**src/rtl/mtg_ram.sv**
```systemverilog
`timescale 1ns / 1ps
// ---------------------------------------------------------------------------
// mtg_ram
// Generic single-write, single-read RAM with registered read data.
// ---------------------------------------------------------------------------
module mtg_ram #(
  parameter int unsigned WIDTH = 32,
  parameter int unsigned DEPTH = 64
) (
  input  logic                                     clk,
  input  logic                                     we,
  input  logic [((DEPTH > 1) ? $clog2(DEPTH) : 1)-1:0] waddr,
  input  logic [WIDTH-1:0]                         wdata,
  input  logic [((DEPTH > 1) ? $clog2(DEPTH) : 1)-1:0] raddr,
  output logic [WIDTH-1:0]                         rdata
);

  logic [WIDTH-1:0] mem [DEPTH];

  // write port and registered read port
  always_ff @(posedge clk) begin
    if (we) begin
      mem[waddr] <= wdata;
    end
    rdata <= mem[raddr];
  end

endmodule

```
**config.mk**
```make
export PLATFORM = sky130hd
export DESIGN_NAME = mtg_ram
export DESIGN_NICKNAME = d
export VERILOG_FILES = /design/src/rtl/mtg_ram.sv
export SDC_FILE = /design/constraint.sdc
export NUM_CORES = 2
export LEC_CHECK = 0
export ABC_AREA = 1
export ABC_CLOCK_PERIOD_IN_PS = 6700
export BUFFER_PORTS_ARGS = -buffer_cell sky130_fd_sc_hd__buf_2
export CORE_MARGIN = 2
export CORE_UTILIZATION = 63
export DETAILED_ROUTE_END_ITERATION = 16
export PLACE_DENSITY_LB_ADDON = 0.15
export SLEW_MARGIN = 20
export SYNTH_ARGS = -nofsm -noshare
export SYNTH_HDL_FRONTEND = slang
export SYNTH_SLANG_ARGS = --single-unit
```
**constraint.sdc**
```tcl
create_clock -name clk -period 6.7 [get_ports clk]
set_clock_uncertainty 0.2 [all_clocks]
set_input_delay 2.01 -clock clk [delete_from_list [all_inputs] [get_ports clk]]
set_output_delay 2.01 -clock clk [all_outputs]
set_load 0.1 [all_outputs]
```
==> flow_summary.ini <==
[route]
drt_iter0_drc = 8161
drc = 0
first_pass_iters = 6
vias = 54590
wl_um = 226000
ant_nets = 0
routedWlPerCell_um = 26.09
routed_via_density = 6.303

[worst_setup_path]
r2r_cells = 8
cp_max_fo = 213
startpoint = raddr[0]
crit_end = rdata[2]
timing.rr.start = mem[48][27]
cp-end-kind = register
path_class = in -> reg
startpoint_type = input port
r2r_setup_slack_ps = 4770
worstPathArrival_ps = 4890
reg2reg_to = rdata[27]
crit_required_ps = 7260

[place]
dpl.cell_count = 8283
io_buffer_count = 77
placed_cell_area_um2 = 85060
gp_congestion = 0.9153
dp_hpwl_um = 121400

[die]
coreArea_um2 = 130000
rows = 132
fp.dieW_um = 366.4
pin_count = 78
die_y_um = 366.4
start_util_pct = 63.65
die-area_um2 = 134200

[clock_network]
cts_buffer_depth = 3
cts_buffers = 202
cts_resized = 0
tritoncts = done
clock-sinks = 2080
cts.root.buffer_cell = clkbuf_16
htree_levels = 4
clk_pin_slew_ps = 60
post-cts-setup-buffer-count = 0
clock_latency_ps = 820
ctsHoldBuffers = 0

[power]
leakage_nw = 32.26
finalPower_mw = 27.56
vdd_drop_max_mv = 0.2606
p_per_area_nw_per_um2 = 300.8

[run_status]
run_status = complete, no violations

[min_path]
hp-class = reg -> reg

[layout]
filler_cell_count = 8790
design_area_um2 = 91610
area_growth_pct = 10.73
multiInputGateArea_um2 = 18780
drive_gt1_share_pct = 8.368
fin_cells = 8662
final_core_util_pct = 70.48
regArea_um2 = 62140
nNetsFinal = 6792

[synthesis]
synth-seq-cells = 2080
postSynthCellCount = 6769
synth-seq-area-share_pct = 75.10
synth.distinct_cells = 16
yosys_warnings = 0
synth_area_um2 = 82740
synth_area_per_cell_um2 = 12.22
synth_fp_nets = 6815

[timing]
fin_crit_ps = 4336
finalSetupViolCount = 0
rsz0062_at_grt = false
relSlewSlack_pct = 21.13
hold_viol = 0
slew_viol_final = 0
worst_pin_slew_ps = 1183
fmax_mhz = 230.6
post-route-period-util_pct = 64.72
finalSetupTns_ps = 0

[global_routing]
overflow = 0
antenna_found_initial = 6
grt_max_degree = 214
grt_pass1_vias = 50850
grt_use_total_pct = 33.40
grt_pass1_wl_um = 331900

[run]
maxCapViolations = 0
==> synth_stat cells <==
cell	count	area, µm²
nand2_1	2248	8438
edfxtp_1	2048	61500
nand3_1	1907	9544
buf_2	282	1411
clkbuf_1	77	289.0
nor2_1	56	210.2
buf_4	45	337.8
buf_1	40	150.1
dfxtp_1	32	640.6
inv_1	9	33.78
nand4_1	9	56.30
nor4_1	8	50.05
buf_6	3	33.78
buf_8	2	30.03
inv_2	2	7.510
inv_4	1	6.260
==> how the worst min path moves through the flow <==
stage | start | end | slack [ps] | cells after the start
4_1_cts | mem[20][27] | rdata[27] | 620 | 8
2_1_floorplan | mem[14][0] | rdata[0] | 520 | 8
3_5_place_dp | mem[4][16] | rdata[16] | 560 | 8
3_3_place_gp | mem[6][16] | rdata[16] | 590 | 8
5_1_grt | mem[20][2] | rdata[2] | 700 | 8
6_report | mem[0][23] | rdata[23] | 610 | 8
==> registers in the layout, summed over array words and instances, names as in the netlist <==
name	cells
rdata	32
mem	2048
==> report_power, final <==
part,leakage [nW],total [mW],internal [mW],switching [mW]
combinational,10.4,1.86,0.384,1.48
sequential,18.7,14.5,14.4,0.0574
clock,3.18,11.2,6.45,4.78
total,32.3,27.6,21.2,6.32
==> cell usage in the layout (no fill, tap or decap), types with 37 or more instances in the layout <==
cell type,instances
buf_2,59
clkinv_2,37
nor2_4,56
nand3_1,1905
buf_4,130
nand2_1,2248
clkbuf_16,210
clkinv_1,38
edfxtp_1,2048
clkbuf_1,53
==> cell type report <==
class	count	share of cell area [%]
diodes	1	0.002731
repair buffers	222	2.083
multi-input cells	4228	20.50
clock inverters	107	1.060
inverters	12	0.09014
flip-flops and latches	2080	67.83
clock buffers	270	6.058
well taps	1742	2.379
==> cells by family after synthesis <==
kind of cell / after synthesis / share of synthesized area, %
buf+inv: 461 / 2.779
flops: 2080 / 75.10
simple gates: 4228 / 22.12
==> through the flow <==
step           hold slack [ps]  setup slack (ps)
3_5_place_dp             564.1              1665
3_3_place_gp             588.6              1701
2_1_floorplan            521.4             360.0
4_1_cts                  617.5              2535
5_1_grt                  699.3              2328
6_report                 608.1              2364
==> per-layer routing <==
| layer | vias to the layer above | routed length (µm) | track usage [%] |
|---|---|---|---|
| li1 | 24070 | - | - |
| met1 | 26600 | 85100 | 47.47 |
| met2 | 3437 | 104800 | 50.92 |
| met3 | 484 | 27270 | 7.367 |
| met4 | 6 | 8838 | 13.33 |
| met5 | - | 39 | 0 |
==> worst max-delay path, stage by stage <==
cell     delay (ps)
buf_8           500
buf_12          670
nand2_1         120
nand3_1         140
nand3_1         110
nand3_1         240
nand3_1         200
nand2_1         250
nand2_1         160
nand2_1         120
No activity file was read; power rests on OpenSTA's default activity.
